===== config.mk =====
export PLATFORM = sky130hd
export DESIGN_NAME = tbr_card_mem
export DESIGN_NICKNAME = d
export VERILOG_FILES = /design/src/tbr_card_mem.sv
export SDC_FILE = /design/constraint.sdc
export NUM_CORES = 2
export LEC_CHECK = 0
export BUFFER_PORTS_ARGS = -buffer_cell sky130_fd_sc_hd__buf_2
export CORE_MARGIN = 2
export CORE_UTILIZATION = 35
export CTS_CLUSTER_DIAMETER = 40
export DETAILED_ROUTE_END_ITERATION = 8
export PLACE_DENSITY_LB_ADDON = 0.08
export SLEW_MARGIN = 20
export SYNTH_ARGS = -nofsm -noshare
export SYNTH_HDL_FRONTEND = slang
export SYNTH_SLANG_ARGS = --single-unit

===== constraint.sdc =====
create_clock -name clk -period 4.8 [get_ports clk]
set_input_delay 0.48 -clock clk [delete_from_list [all_inputs] [get_ports clk]]
set_output_delay 0.48 -clock clk [all_outputs]
set_load 0.005 [all_outputs]

===== src/tbr_card_mem.sv =====
// Card bitmap memory: one write port, one read port with registered read data.
module tbr_card_mem #(
    parameter int DEPTH = 512,
    parameter int AW    = $clog2(DEPTH)
) (
    input  logic          clk,
    input  logic          we,
    input  logic [AW-1:0] waddr,
    input  logic [7:0]    wdata,
    input  logic          re,
    input  logic [AW-1:0] raddr,
    output logic [7:0]    rdata
);

    logic [7:0] mem [DEPTH];
    logic [7:0] rdata_reg;

    always_ff @(posedge clk)
    begin
        if (we)
        begin
            mem[waddr] <= wdata;
        end
    end

    always_ff @(posedge clk)
    begin
        if (re)
        begin
            rdata_reg <= mem[raddr];
        end
    end

    assign rdata = rdata_reg;

endmodule


Word-level counts from Yosys, hierarchy flattened
Memory sizes are Yosys's and may differ from the RTL's. A register that Yosys moved wholly into a read port is not among the register bits. Index checks and enable logic that the tools add are counted.

Bits in registers: 0. Bits in writable memories: 4096. Input bits: 29. Output and inout port bits: 8. Logic and storage cells: 3. Memories kept: 1.

Muxes and demuxes: 2.

Memory list: mem (words 512, width 8, rd ports 1, clocked after memory_dff 1, write ports 1, RTL line 15) `logic [7:0] mem [DEPTH];`.

Operator list (number): 1-bit 2-to-1 mux (2).

Logic depth before layout (Yosys ltp)
Word-level depth: 2. Mapped depth: 12. Gate-level depth less buffers: 7.

Least setup slack after synthesis
No wires, ideal clock.

Kind: input port to flip-flop. Start point: in raddr[0]. End point: reg rdata_reg[0], in the netlist rdata[0], read port of mem (data pin). Library setup time: 0.257 ns. Arrival time: 2.334 ns. Required time: 4.543 ns. Slack: 2.209 ns. Cell stages on the path: 10. Path buffers: 4. Cell sequence: buf_4 buf_12 buf_12 buf_2 mux4_2 o21ai_0 nand3_1 nand4_1 o21ai_0 o2111a_1.

RTL lines: start: declaration (RTL line 11) `input logic [AW-1:0] raddr,`; end: declaration (RTL line 16) `logic [7:0] rdata_reg;`.

==> metrics.md <==
| Metric | Value |
|---|---|
| Worst path bufs/invs | 5 |
| Routed length per instance | 32.3 um |
| Routed vias | 83100 |
| Gr usage total | 20.9% |
| Sequential share of the synthesized area | 77.0% |
| CP Cell Sequence | buf_12, buf_12, buf_12, buf_4, mux2i_1, o221ai_1, o22ai_1, o21ai_0, nand4_1, nor4_1, buf_4, o2111a_1 |
| Ys Warns | 0 |
| Top Family by Delay on Critical Path | buffers and inverters |
| Max FFs per register | 4096 |
| Number of global-route vias before repair | 84100 |
| Fin nets | 8715 |
| Post-synth EDFFs | 4104 |
| Syn_nets | 8059 |
| Worst Hold Depth | 3 |
| Final Hold Viols | 0 |
| Pleak | 61.5 nW |
| Share of cells above drive strength 1 | 24.6% |
| #FFs+latches synth | 4104 |
| Most frequent cell on the critical path | buf_12 |
| Total gr overflow | 0 |
| Worst reg2reg path depth | 8 |
| Final Hold Slack | 116 ps |
| RSZ-0062 raised after global routing | false |
| Slew HR | 11.3% |
| Reg clk slew, reported paths | 50 ps |
| CP required | 5710 ps |
| Syn Area/Cell | 19.9 sq um |
| Crit end category | register |
| Crit-path slowest cell | nor4_1 |
| Yosys cell types | 50 |
| Clk root buf | clkbuf_16 |
| Area growth, synth to finish | 19.5% |
| Die Footprint | 463000 sq um |
| Top FF cell, synth | edfxtp_1 |
| TritonCTS clock tree | done |
| Commonest non-fill, non-tap cell in the layout | edfxtp_1 |
| Async SR Flop Fraction | 0% |
| Worst-Margin Slew | 1320 ps |
| Post-Syn Area | 160000 sq um |
| Cell count along the critical path | 12 |
| Clock Sink Count | 4104 |
| CP Class | input pin to register |
| Worst Skew | 61.1 ps |
| Pre-Repair DR Iteration Count | 6 |
| Fin crit period | 3780 ps |
| Max frequency | 0.265 GHz |
| Antenna viol nets, final | 0 |
| Commonest non-fill, non-tap cells in the layout | edfxtp_1 (4104), mux2i_1 (797), mux4_2 (654) |
| Status | complete, no violations |
| # DRC | 0 |
| RD Place Congestion | 0.826 |
| Fin Setup TNS | 0 ps |
| CTS buffer count | 620 |
| Clk_lat worst skew | 1080 ps |
| Vias/cell | 5.46 |
| Post-CTS Setup Bufs | 0 |
| Die height | 680 um |
| Post-Syn Instances | 8030 |
| Fin crit share | 78.7% |
| Crit path DAT | 4690 ps |
| Setup violations, final | 0 |
| First DRT Iteration DRCs | 8710 |
| Setup crit start kind | input pin |
| First-pass GRT wire length | 683000 um |
| Cell Rows | 248 |
| Max-cap violations | 0 |
| Peak VDD IR | 0.000341 V |
| Area of the core | 456000 sq um |
| HPWL Detailed | 307000 um |
| Starting density of the core | 35.1% |
| Hold/Removal Path Class | input pin to register |
| Pwr per Cell Area | 464 nW/um^2 |
| Total power | 88.7 mW |
| Largest net degree at the start of global routing | 172 |
| Wirelength, routed | 492000 um |
| Max stage delay on crit path | 940 ps |
| Clk buf depth | 4 |
| Antenna violations before repair | 40 |
| Port Buffers | 36 |
| Fin. max-slew vios | 0 |
| Crit Path Max Fanout | 68 |
| CTS H-tree lvls | 6 |
| CTS resizes | 0 |
| Ports | 37 |
| Die W | 680 um |
[area by class of cell]
class	instances	area, sq um
diodes	13	32.5
clock buffers	676	15800
clock inverters	465	5210
fillers	39900	265000
inverters	3	20.0
multi-input cells	3410	34100
flip-flops and latches	4104	123000
well taps	6000	7510
repair buffers	547	5290
[synth_stat cells (20+ instances only)]
cell type	n	share of area, %
buf_4	70	0.33
nand3_1	36	0.11
and2_1	20	0.078
o22ai_1	163	0.64
edfxtp_1	4104	77
a21oi_1	194	0.61
mux2i_1	797	5.0
nand4_1	32	0.13
buf_1	41	0.096
mux4_2	654	9.2
a22oi_1	61	0.29
clkbuf_1	265	0.62
nor4_1	36	0.14
nor2_1	597	1.4
o221ai_1	371	2.0
nor3_1	109	0.34
buf_6	64	0.45
o21ai_0	118	0.37
buf_2	57	0.18
nand2_1	111	0.26
[routing by layer]
metal | track usage, % | up-vias | share of wire (%)
met5 | 0 | - | 0.0020
met4 | 4.79 | 2 | 2.2
met3 | 3.30 | 635 | 5.8
met2 | 33.5 | 2874 | 47
met1 | 30.0 | 44600 | 44
li1 | - | 35000 | -
[worst reg2reg max path, stage by stage (launching register included)]
cell,delay [ps]
edfxtp_1,320
mux2i_1,70
o221ai_1,390
o22ai_1,150
o21ai_0,880
nand4_1,220
nor4_1,860
buf_4,240
o2111a_1,170
[where the power goes]
part	switching [mW]	total (mW)	leakage, nW	internal, mW
combinational	2.68	3.90	14.6	1.22
sequential	0.0290	39.6	36.9	39.5
clock	17.4	45.3	10.1	27.9
[path summary, 6_finish.rpt]
check	from	endpoint	slack, ps
worst max-delay path	raddr[0]	rdata[3]	1020
worst min-delay path	raddr[3]	rdata[5]	120
worst max register to register	mem[171][2]	rdata[2]	1340
worst min register to register	mem[196][3]	rdata[3]	1320
[cell families (layout without fill, tap and decap cells)]
| family | Yosys count | in the layout | synth area share [%] |
|---|---|---|---|
| flip-flops | 4104 | 4104 | 77.0 |
| multiplexers | 1451 | 1451 | 14.2 |
| AND/OR/NAND/NOR | 980 | 980 | 2.63 |
| AO/OA/AOI/OAI | 979 | 979 | 4.31 |
| buffers and inverters | 516 | 1691 | 1.85 |
| other | 0 | 13 | 0 |
[stage by stage]
stage                     instances  worst slack, ps  instance area, sq um  util [%]
after floorplan                8030             2210                160000         -
after global placement        14000             -447                170000      37.3
after detailed placement      14100             -209                170000      37.3
after CTS                     15200              937                191000      41.9
after global routing          15200              950                191000      41.9
final                         15200             1020                191000      41.9
[timing repair]
item,CTS,global route
endpoints found under the hold margin,425,0
endpoints found under the setup margin,0,0
hold buffers,11,0
Note: power is estimated with default switching activity, not from simulation.
