[config.mk]
export PLATFORM = sky130hd
export DESIGN_NAME = tbr_pixel_ser
export DESIGN_NICKNAME = d
export VERILOG_FILES = /design/src/tbr_pkg.sv /design/src/tbr_pixel_ser.sv
export SDC_FILE = /design/constraint.sdc
export NUM_CORES = 1
export LEC_CHECK = 0
export ABC_AREA = 1
export BUFFER_PORTS_ARGS = -buffer_cell sky130_fd_sc_hd__clkbuf_2
export CORE_MARGIN = 2
export CORE_UTILIZATION = 55
export DETAILED_ROUTE_END_ITERATION = 16
export PLACE_DENSITY = 0.88
export SLEW_MARGIN = 20
export SYNTH_ARGS = -nofsm -noshare
export SYNTH_HDL_FRONTEND = slang
export SYNTH_SLANG_ARGS = --single-unit
[constraint.sdc]
create_clock -name clk -period 5.4 [get_ports clk]
set_input_delay 0.54 -clock clk [delete_from_list [all_inputs] [get_ports clk]]
set_output_delay 0.54 -clock clk [all_outputs]
set_load 0.02 [all_outputs]
[src/tbr_pkg.sv]
// Shared types, codes and the color palette of the tiled background renderer.
package tbr_pkg;

    typedef enum logic [1:0]
    {
        CMD_WRITE_RAM = 2'd0,
        CMD_LOAD_ROM  = 2'd1,
        CMD_RENDER    = 2'd2,
        CMD_UNUSED    = 2'd3
    } command_t;

    typedef enum logic [2:0]
    {
        CFG_DISPLAY_MODE   = 3'd0,
        CFG_DISPLAY_ENABLE = 3'd1,
        CFG_STACK_COLOR_0  = 3'd2,
        CFG_STACK_COLOR_1  = 3'd3,
        CFG_STACK_COLOR_2  = 3'd4,
        CFG_STACK_COLOR_3  = 3'd5,
        CFG_SPARE_6        = 3'd6,
        CFG_SPARE_7        = 3'd7
    } cfg_index_t;

    localparam int RAM_DEPTH = 512;
    localparam int RAM_AW    = 9;

    // One tile row waiting for or in the serializer.
    typedef struct packed
    {
        logic [3:0] fg;
        logic [3:0] bg;
        logic [4:0] col;
        logic       last;
        logic       en;
    } tile_job_t;

    function automatic logic [23:0] palette_rgb(input logic [3:0] idx);
        logic [23:0] rgb;
        unique case (idx)
            4'd0:    rgb = 24'h000000;
            4'd1:    rgb = 24'h0827ff;
            4'd2:    rgb = 24'hff3a06;
            4'd3:    rgb = 24'hcad565;
            4'd4:    rgb = 24'h017907;
            4'd5:    rgb = 24'h02a91b;
            4'd6:    rgb = 24'hfaeb25;
            4'd7:    rgb = 24'hfffcff;
            4'd8:    rgb = 24'ha8a9a9;
            4'd9:    rgb = 24'h5bccff;
            4'd10:   rgb = 24'hffa707;
            4'd11:   rgb = 24'h395801;
            4'd12:   rgb = 24'hff2c77;
            4'd13:   rgb = 24'hbf96ff;
            4'd14:   rgb = 24'h6dce2d;
            default: rgb = 24'hc9107e;
        endcase
        return rgb;
    endfunction

endpackage

[src/tbr_pixel_ser.sv]
// Pixel serializer: shifts one card byte out as one colored pixel per cycle while m_tready is high.
module tbr_pixel_ser (
    input  logic              clk,
    input  logic              rst_n,
    input  logic              load_valid,
    output logic              load_ready,
    input  tbr_pkg::tile_job_t job,
    input  logic [7:0]        bits,
    output logic              m_tvalid,
    input  logic              m_tready,
    output logic [31:0]       m_tdata,
    output logic              m_tlast
);

    import tbr_pkg::*;

    logic      valid_reg, valid_next;
    logic [2:0] idx_reg, idx_next;
    logic [7:0] bits_reg, bits_next;
    tile_job_t job_reg, job_next;
    logic      last_pix;
    logic      row_end;
    logic      load;
    logic [3:0] color_idx;

    assign last_pix   = job_reg.last && (idx_reg == 3'd6);
    assign row_end    = last_pix || (idx_reg == 3'd7);
    assign load_ready = !valid_reg || (m_tready && row_end);
    assign load       = load_valid && load_ready;

    always_comb
    begin
        valid_next = valid_reg;
        idx_next   = idx_reg;
        bits_next  = bits_reg;
        job_next   = job_reg;
        if (load)
        begin
            valid_next = 1'b1;
            idx_next   = 3'd0;
            bits_next  = bits;
            job_next   = job;
        end
        else if (valid_reg && m_tready)
        begin
            if (row_end)
            begin
                valid_next = 1'b0;
            end
            else
            begin
                idx_next  = idx_reg + 3'd1;
                bits_next = {bits_reg[6:0], 1'b0};
            end
        end
    end

    always_ff @(posedge clk or negedge rst_n)
    begin
        if (!rst_n)
        begin
            valid_reg <= 1'b0;
            idx_reg   <= 3'd0;
        end
        else
        begin
            valid_reg <= valid_next;
            idx_reg   <= idx_next;
        end
    end

    always_ff @(posedge clk)
    begin
        bits_reg <= bits_next;
        job_reg  <= job_next;
    end

    // Leftmost pixel sits in bit 7.
    assign color_idx = bits_reg[7] ? job_reg.fg : job_reg.bg;

    always_comb
    begin
        m_tvalid        = valid_reg;
        m_tdata[23:0]   = job_reg.en ? palette_rgb(color_idx) : 24'h000000;
        m_tdata[31:24]  = {job_reg.col, idx_reg};
        m_tlast         = last_pix;
    end

endmodule

## After elaboration in Yosys (flattened, before gate mapping)

Memory sizes are Yosys's and may differ from the RTL's.
Cells that the tools add are included.

| operators by class | value |
|---|---|
| $add $sub $neg | 1 |
| equality and inequality tests | 3 |
| muxes and demuxes | 11 |
| reductions and logical operators | 11 |

Operator list:

| cell | number |
|---|---|
| 24-bit 2-to-1 mux | 1 |
| 8-bit 2-to-1 mux | 3 |
| 3-bit 2-to-1 mux | 3 |
| 3-bit equality test (second input constant) | 2 |
| 1-bit logical AND | 4 |
| 4-bit 2-to-1 mux | 1 |
| 2-bit AND reduction | 2 |
| 2-bit nonzero test | 2 |
| 3-bit by 1-bit adder with 3-bit output (second input constant) | 1 |
| 1-bit 2-to-1 mux | 3 |
| 1-bit logical OR | 2 |
| 2-bit by 1-bit != test with 1-bit output (second input constant) | 1 |
| 1-bit logical NOT | 1 |

| storage, ports and cells | value |
|---|---|
| flip-flop bits (word level) | 27 |
| ROM bits | 384 |
| output and inout bits | 35 |
| memories | 1 |

Memories:

| memory | words | width | rd ports | clocked after Yosys merged registers in | write ports | RTL line | RTL |
|---|---|---|---|---|---|---|---|
| (no name shown) | 16 | 24 | 1 | 0 | 0 | tbr_pkg.sv:39 | `unique case (idx)` |

## Longest topological paths before layout

Gate-level depths: netlist of run 1.

| logic depth | value |
|---|---|
| depth after elaboration | 8 |
| mapped depth | 11 |
| gate-level depth less buffers | 10 |

## Worst setup path after synthesis of run 1

No wires, ideal clock.

| timing path | value |
|---|---|
| path kind | flip-flop to output port |
| start point | register bits_reg[7] |
| end point | output port m_tdata[9] |
| arrival time | 1.647 ns |
| setup slack | 3.213 ns |
| stages on the path, launching flop included | 11 |
| path buffers | 1 |
| cell sequence | edfxtp_1 buf_6 nand2_1 nand2_1 ha_1 inv_1 nand3_1 nand2_1 nand2_1 nand2_1 nor2_1 |

| between the ends | value |
|---|---|
| word-level cells in the longest chain between the ends | 3 |

Ends and longest elaborated chain:

| what | RTL line | RTL |
|---|---|---|
| start, declared | tbr_pixel_ser.sv:19 | `logic [7:0] bits_reg, bits_next;` |
| start signal, assigned | tbr_pixel_ser.sv:74 | `bits_reg <= bits_next;` |
| 4-bit 2-to-1 mux | tbr_pixel_ser.sv:79 | `assign color_idx = bits_reg[7] ? job_reg.fg : job_reg.bg;` |
| memory read 16 x 24 bit | - |  |
| 24-bit 2-to-1 mux | tbr_pixel_ser.sv:84 | `m_tdata[23:0] = job_reg.en ? palette_rgb(color_idx) : 24'h000000;` |
| end, declared | tbr_pixel_ser.sv:11 | `output logic [31:0] m_tdata,` |

Every way passes these cells.

## Worst setup path after layout of run 1

| timing path | value |
|---|---|
| start point | register bits_reg[7] |
| end point | output port m_tdata[6] |

Same word-level chain as after synthesis.

==> impl.org, run 1 <==
** Yosys
- Register bit total from synthesis :: 27
- Sequential fraction of the synthesis area :: 40.2%
- Cell area after synthesis :: 1970 um^2
- Mean instance size in the synthesized netlist :: 8.00 um^2
- Synthesis produced 246 cells.
- When the netlist entered floorplanning its net count stood at 284.
- Yosys warns :: 0
- Synth unique cells :: 25

** Timing
- The hold violation total from the final report is 0.
- Setup violations remaining at the end of the flow were counted as 0.
- Dividing the final minimum period by the clock period gives 53.3%.
- Static timing analysis puts the maximum clock frequency at 0.348 GHz.
- Total count of max-transition violations in the final report :: 0
- Setup repair after global routing missed its margin :: no
- Sum Neg Setup Slack :: 0 ns
- Worst max-slew margin expressed relative to the limit :: 54.8%
- Transition time of the tightest slew-check pin :: 0.673 ns
- Between clock sinks in the finished design, the worst skew comes to 0.0104 ns.
- The routed design could run at a clock period as short as 2.88 ns.

** Floorplan
- The floorplan step set the die width to 63.8 um.
- The die covers 4070 um^2.
- The floorplan has 21 rows.
- Pin placement for this block handled 62 I/O pins.
- For this configuration, the core starts out at a cell density of 58.0%.
- The die is 63.8 um tall.
- Standard cell core area :: 3390 um^2

** Power
- Leakage power :: 0.00122 uW
- Psw :: 381 uW
- Combinational logic is responsible for 53.4% of the overall power.
- Across the VDD grid, the largest voltage drop is 0.000327 V.
- Sequential cells account for 36.1% of the total power.
- The clock network is responsible for 10.5% of the overall power.
- Of the total power, the share spent switching nets is 46.8%.
- Internal power comes to 432 uW.
- Overall power consumption after layout is estimated at 813 uW.
- Dividing total power by cell area gives a power density of 358 nW/um^2.

** Clock tree
- In this run the deepest clock path goes through 2 buffers.
- Clock latency on the worst-skew pair, taken at its later pin, is 0.32 ns.
- In this run, CTS created clock tree buffers numbering 3.
- CTS saw 27 sinks.
- CTS clock-pin slew for the worst setup and hold paths :: 0.14 ns
- The tree is rooted in a sky130_fd_sc_hd__clkbuf_4.
- Maximum level of the CTS H-tree :: 1
- Buffer count from post-CTS setup fixing :: 0
- Clock tree from TritonCTS :: built

** Detailed routing
- Average via count per standard cell :: 4.90
- The first detailed-routing pass ran for 4 iterations.
- Count of unresolved DRC violations after routing :: 0
- The routed layout has 1,699 vias.
- Dividing the detail-routed wire length by the instance count gives 11.0 um.
- In this run the remaining antenna-violating nets after routing total 0.
- Total wirelength of the detailed-routed design :: 3.82 mm
- Iteration-0 DRC Markers :: 183

** Global routing
- The first global-routing pass estimated 6.70 mm of wire.
- Maximum number of pins on one net before global-route repair :: 23
- Antenna violations before repair :: 0
- Overflow after GRT :: 0
- Number of global-route vias before repair :: 1,588
- All-Layer GR Usage :: 20.1%

** Setup path
- STA classifies the critical path endpoint as an output pin.
- The critical path is of the register to output pin type.
- Of all nets on the critical path, the largest fanout is 10.
- Data required time of the critical path :: 4.86 ns
- Critical Path AT :: 2.34 ns
- STA classifies the critical path startpoint as a register.

** Finish
- Leading cell type in the layout, fill and taps excluded :: sky130_fd_sc_hd__nand2_1
- The final layout contains 340 nets.
- Final-layout fill cell count :: 280
- Layout cells sized above 1 :: 30.6%
- After routing the design area is 2270 um^2.
- The number of antenna diodes in the final layout is 0.
- Highest-count cells in the layout ignoring fill and taps :: 87 x sky130_fd_sc_hd__nand2_1, 61 x sky130_fd_sc_hd__clkbuf_2, 29 x sky130_fd_sc_hd__inv_1
- The register with the most flip-flops in the layout has 10 of them.
- The area growth from synthesis to layout is 15.5%.

** Hold path
- Type of the tightest min-delay check :: primary input to register

** Place
- Detailed placement finished with a half-perimeter wire length of 3.03 mm.
- Number of input and output port buffers inserted :: 61
- Placer congestion estimate :: 0.876
- Post-detailed-placement cell area :: 2230 um^2

** Run
- Max-cap check violation count :: 0

** Status
- Outcome :: complete, no violations
cells by family (layout without fill, tap and decap cells):
logic type | Yosys count | count (layout) | share of synthesized area [%]
AOI/OAI and AO/OA | 16 | 16 | 4.52
and+or+nand+nor | 149 | 149 | 36.9
adders and majority gates | 11 | 11 | 7.00
DFF | 27 | 27 | 40.2
buffers and inverters | 43 | 98 | 11.4
final cells by class:
type | instances | area (um^2) | share of cell area [%]
multi-input combinational | 176 | 952 | 41.9
inverter | 32 | 125 | 5.51
tap | 46 | 57.6 | 2.53
sequential | 27 | 791 | 34.8
timing repair buffer | 62 | 315 | 13.9
clock inverter | 1 | 7.51 | 0.331
clock buffer | 3 | 22.5 | 0.992
stage by stage:
step | setup slack, ns | utilization (%) | std cells | hold slack (ns)
4_1_cts | 2.51 | 67.0 | 347 | 0.367
5_1_grt | 2.31 | 67.0 | 347 | 0.361
2_1_floorplan | 3.21 | - | 246 | 0.244
3_3_place_gp | 2.95 | 65.8 | 342 | 0.353
3_5_place_dp | 2.88 | 65.8 | 342 | 0.351
6_report | 2.52 | 67.0 | 347 | 0.378
worst paths after layout:
path | startpoint | to | cells past startpoint | slack (ns)
min reg2reg | bits_reg[5]$_DFFE_PP_ | bits_reg[6]$_DFFE_PP_ | 2 | 0.54
min in group asynchronous | rst_n | idx_reg[1]$_DFFE_PN0P_ | 2 | 0.55
max | bits_reg[7]$_DFFE_PP_ | m_tdata[6] | 7 | 2.52
max reg2reg | idx_reg[0]$_DFFE_PN0P_ | bits_reg[7]$_DFFE_PP_ | 8 | 3.03
min | job[5] | m_tdata[30]$_DFFE_PN_ | 1 | 0.38
max in group asynchronous | rst_n | m_tvalid$_DFFE_PN0P_ | 2 | 4.73
synth_stat cells (all sizes together):
cell type  number  area, um^2
nand2         102         463
inv            31         121
nand3          27         185
edfxtp         23         691
nor2           20        77.6
a21oi          11        62.6
buf            11        98.8
ha             11         138
dfrtp           4         100
o21ai           4        20.0
a31oi           1        6.26
clkinv          1        3.75
critical path, stage by stage (launching register included):
cell and delay (ns):
sky130_fd_sc_hd__edfxtp_1 0.58, sky130_fd_sc_hd__o21ai_0 0.53, sky130_fd_sc_hd__ha_1 0.25, sky130_fd_sc_hd__inv_1 0.05, sky130_fd_sc_hd__nand3_1 0.18, sky130_fd_sc_hd__nand3_1 0.11, sky130_fd_sc_hd__nor2_1 0.13, sky130_fd_sc_hd__clkbuf_2 0.18
power by group through the flow:
stage                     logic, uW  registers (uW)  clock network, uW
final                           434             294               85.0
after floorplan                 330             301                  0
after global placement          422             296                  0
after CTS                       434             294               88.1
after global routing            487             298               95.9
after detailed placement        433             299                  0
timing repair:
item | CTS | global route
endpoints found under the hold margin | 4 | 0
gates resized for setup | 0 | 0
setup endpoints to repair | 0 | 0
hold buffers | 1 | 0
layer usage:
metal	routed length, um	share of wire, %	track usage (%)
met2	1850	48	35.8
met1	1690	44	26.1
met3	262	6.9	2.46
met4	21	0.55	4.35
met5	0	0	0
Power figures use the tool's default switching activity.
==> inputs of run 2 (changes only) <==
--- a/config.mk
+++ b/config.mk
@@ -8,9 +8,9 @@
 export ABC_AREA = 1
 export BUFFER_PORTS_ARGS = -buffer_cell sky130_fd_sc_hd__clkbuf_2
 export CORE_MARGIN = 2
-export CORE_UTILIZATION = 55
+export CORE_UTILIZATION = 51
 export DETAILED_ROUTE_END_ITERATION = 16
-export PLACE_DENSITY = 0.88
+export PLACE_DENSITY = 0.83
 export SLEW_MARGIN = 20
 export SYNTH_ARGS = -nofsm -noshare
 export SYNTH_HDL_FRONTEND = slang
==> constraint.sdc (replaced) <==
create_clock -name clk -period 2.7 [get_ports clk]
set_input_delay 0.27 -clock clk [delete_from_list [all_inputs] [get_ports clk]]
set_output_delay 0.27 -clock clk [all_outputs]
set_load 0.02 [all_outputs]
==> impl.org, run 2 (synthesized netlist as in run 1, its figures left out) <==
** Status
- Outcome :: complete, no violations

** Timing
- Sum Neg Setup Slack :: 0 ns
- Final-report setup violation count :: 0
- Largest clock skew in the final design :: 0.0131 ns
- Final worst-path cycle share :: 92.2%
- Worst max-slew margin expressed relative to the limit :: 61.7%
- Setup repair after global routing missed its margin :: no
- Total count of max-transition violations in the final report :: 0
- Tmin final :: 2.49 ns
- Fmax achieved :: 0.402 GHz
- Final hold analysis gives a worst-case slack of 0.163 ns.
- Final hold viol count :: 0
- Transition time of the tightest slew-check pin :: 0.574 ns

** Floorplan
- Measured along the x axis, the die boundary spans 66.1 um.
- Number of top-level pins :: 62
- Initial cell density of the core :: 53.3%
- The region available for standard cell placement spans 3690 um^2.
- The floorplan step set the die height to 66.1 um.
- Area of the die :: 4370 um^2
- After floorplanning, the core was divided into 22 placement rows.

** Clock tree
- Maximum level of the CTS H-tree :: 1
- Total number of clock tree sinks :: 27
- Clock-pin slew was measured on the worst setup and hold paths at 0.10 ns.
- CTS root buffer :: sky130_fd_sc_hd__clkbuf_8
- The number of gates resized after CTS was 0.
- Clock buffers created by TritonCTS :: 3
- After clock tree synthesis, the setup repair step added 0 buffers.
- TritonCTS built the clock tree.
- Clock latency at the later pin of the worst-skew pair :: 0.27 ns
- In this run the deepest clock path goes through 2 buffers.

** Power
- Worst voltage drop across the vdd grid :: 0.000445 V
- Sw Share :: 45.9%
- Register share of total power :: 34.8%
- The clock network burns 13.4% of the power.
- Design Power :: 1690 uW
- Psw :: 776 uW
- Gate power share :: 51.8%
- For this design the static power due to leakage is 0.00123 uW.
- For this design the ratio of total power to cell area is 735 nW/um^2.
- P_int :: 915 uW

** Setup path
- The critical path runs through a total of 11 cells.
- Cell with the largest stage delay on the worst path :: sky130_fd_sc_hd__edfxtp_1
- CP startpoint kind :: register
- By startpoint and endpoint, the worst setup path is classified as register to output pin.
- Kind of end point of the critical path :: output pin
- The critical path contains buffers and inverters numbering 3 combined.
- The kind of cell with the highest combined delay along the critical path is simple AND/OR/NAND/NOR gates.
- Critical path cell sequence :: inv_6, nand2_1, nand2_1, ha_1, inv_1, nand3_1, nand2_1, nand2_1, nand2_1, nor2_1, clkbuf_2
- Register-to-Register Path Depth :: 9
- For the worst setup path, the data arrival time is 2.22 ns.
- Largest driver fanout on the critical path :: 10
- Data required time of the critical path :: 2.43 ns
- Largest stage delay on the critical path :: 0.58 ns
- Register-to-register setup slack :: 0.50 ns
- The cell that appears most often on the critical path is sky130_fd_sc_hd__nand2_1.

** Detailed routing
- Detailed-route via count :: 1,732
- Iteration-0 DRC Markers :: 232
- In the routed layout, each cell is associated on average with a via count of 4.95.
- Dividing the detail-routed wire length by the instance count gives 11.8 um.
- The first detailed-routing pass took 4 iterations.
- The count of nets left with antenna violations once routing finished came out at 0.
- Count of unresolved DRC violations after routing :: 0
- The final layout contains routed wiring with a total length of 4.12 mm.

** Finish
- Leaving out fill and tap cells, the most frequent cells in the layout are 87 x sky130_fd_sc_hd__nand2_1, 61 x sky130_fd_sc_hd__clkbuf_2, 29 x sky130_fd_sc_hd__inv_1.
- Layout cells sized above 1 :: 30.8%
- Flip-flop count of the largest register after layout :: 10
- Leaving out fill and tap cells, the most frequent cell in the layout is sky130_fd_sc_hd__nand2_1.
- Compared with the post-synthesis result, the final layout area differs by 16.9%.
- Post-route cell area :: 2300 um^2
- Antenna diode instance count :: 0
- After the last flow step, the layout net total stands at 341.
- For this run, the share of the core covered by cells in the final layout is 62.3%.

** Global routing
- The first global-routing pass estimated 6.87 mm of wire.
- Across every metal layer, demand over resource in global routing totals 20.1%.
- Maximum number of pins on one net before global-route repair :: 19
- The initial antenna violation count is 0.
- The via count of the first global-routing pass was 1,563.
- Overflow after GRT :: 0

** Place
- In this run the cell area measured after placement is 2240 um^2.
- Summed over all nets, the half-perimeter wirelength after detailed placement is 3.25 mm.
- Placer congestion estimate :: 0.870
- Number of input and output port buffers inserted :: 61

** Hold path
- Type of the tightest min-delay check :: primary input to register
- Depth of the worst hold-timing path :: 1

** Run
- The tool flagged a number of max-cap violations equal to 0.
-- run 2: cell count changes in the layout (fill, tap and decap cells not counted), sizes merged --
cell / delta
buf: +1
-- run 2: area by class of cell --
class                   count  area (um^2)
fillers                   336         1390
multi-input cells         176          952
flip-flops and latches     27          791
repair buffers             63          323
inverters                  32          125
well taps                  48         60.1
clock buffers               3         41.3
clock inverters             1         7.51
-- run 2: final timing paths --
path                                          endpoint                    from
worst max-delay path                        m_tdata[9]   bits_reg[7]$_DFFE_PP_
worst min-delay path              job_reg[1]$_DFFE_PN_                  job[1]
worst min register to register   bits_reg[5]$_DFFE_PP_   bits_reg[4]$_DFFE_PP_
worst max register to register   bits_reg[3]$_DFFE_PP_  idx_reg[0]$_DFFE_PN0P_
max in group asynchronous         m_tvalid$_DFFE_PN0P_                   rst_n
min in group asynchronous       idx_reg[0]$_DFFE_PN0P_                   rst_n
-- run 2: power by group through the flow --
stage	clock (uW)	sequential, uW	combinational (uW)
floorplan	0	602	660
finish	226	589	877
global placement	0	591	851
CTS	232	588	875
global route	245	598	969
detailed placement	0	598	866
-- run 2: metal layers --
| metal | routed length, um | track usage (%) | vias up | part of all wire, % |
|---|---|---|---|---|
| met5 | 0 | 0 | - | 0 |
| met3 | 256 | 3.24 | 11 | 6.2 |
| met1 | 1730 | 25.2 | 771 | 42 |
| met2 | 2040 | 33.9 | 66 | 50 |
| li1 | - | - | 884 | - |
| met4 | 89 | 9.44 | 0 | 2.2 |
-- run 2: what timing repair did --
action	CTS	global route
hold endpoints to repair	4	0
endpoints found under the setup margin	0	0
hold buffers	1	0
-- run 2: stage by stage --
| step | worst slack (ns) | cells |
|---|---|---|
| finish | 0.211 | 350 |
| global route | 0.000411 | 350 |
| CTS | 0.209 | 350 |
| detailed placement | 0.505 | 345 |
| global placement | 0.510 | 345 |
| floorplan | 0.626 | 246 |
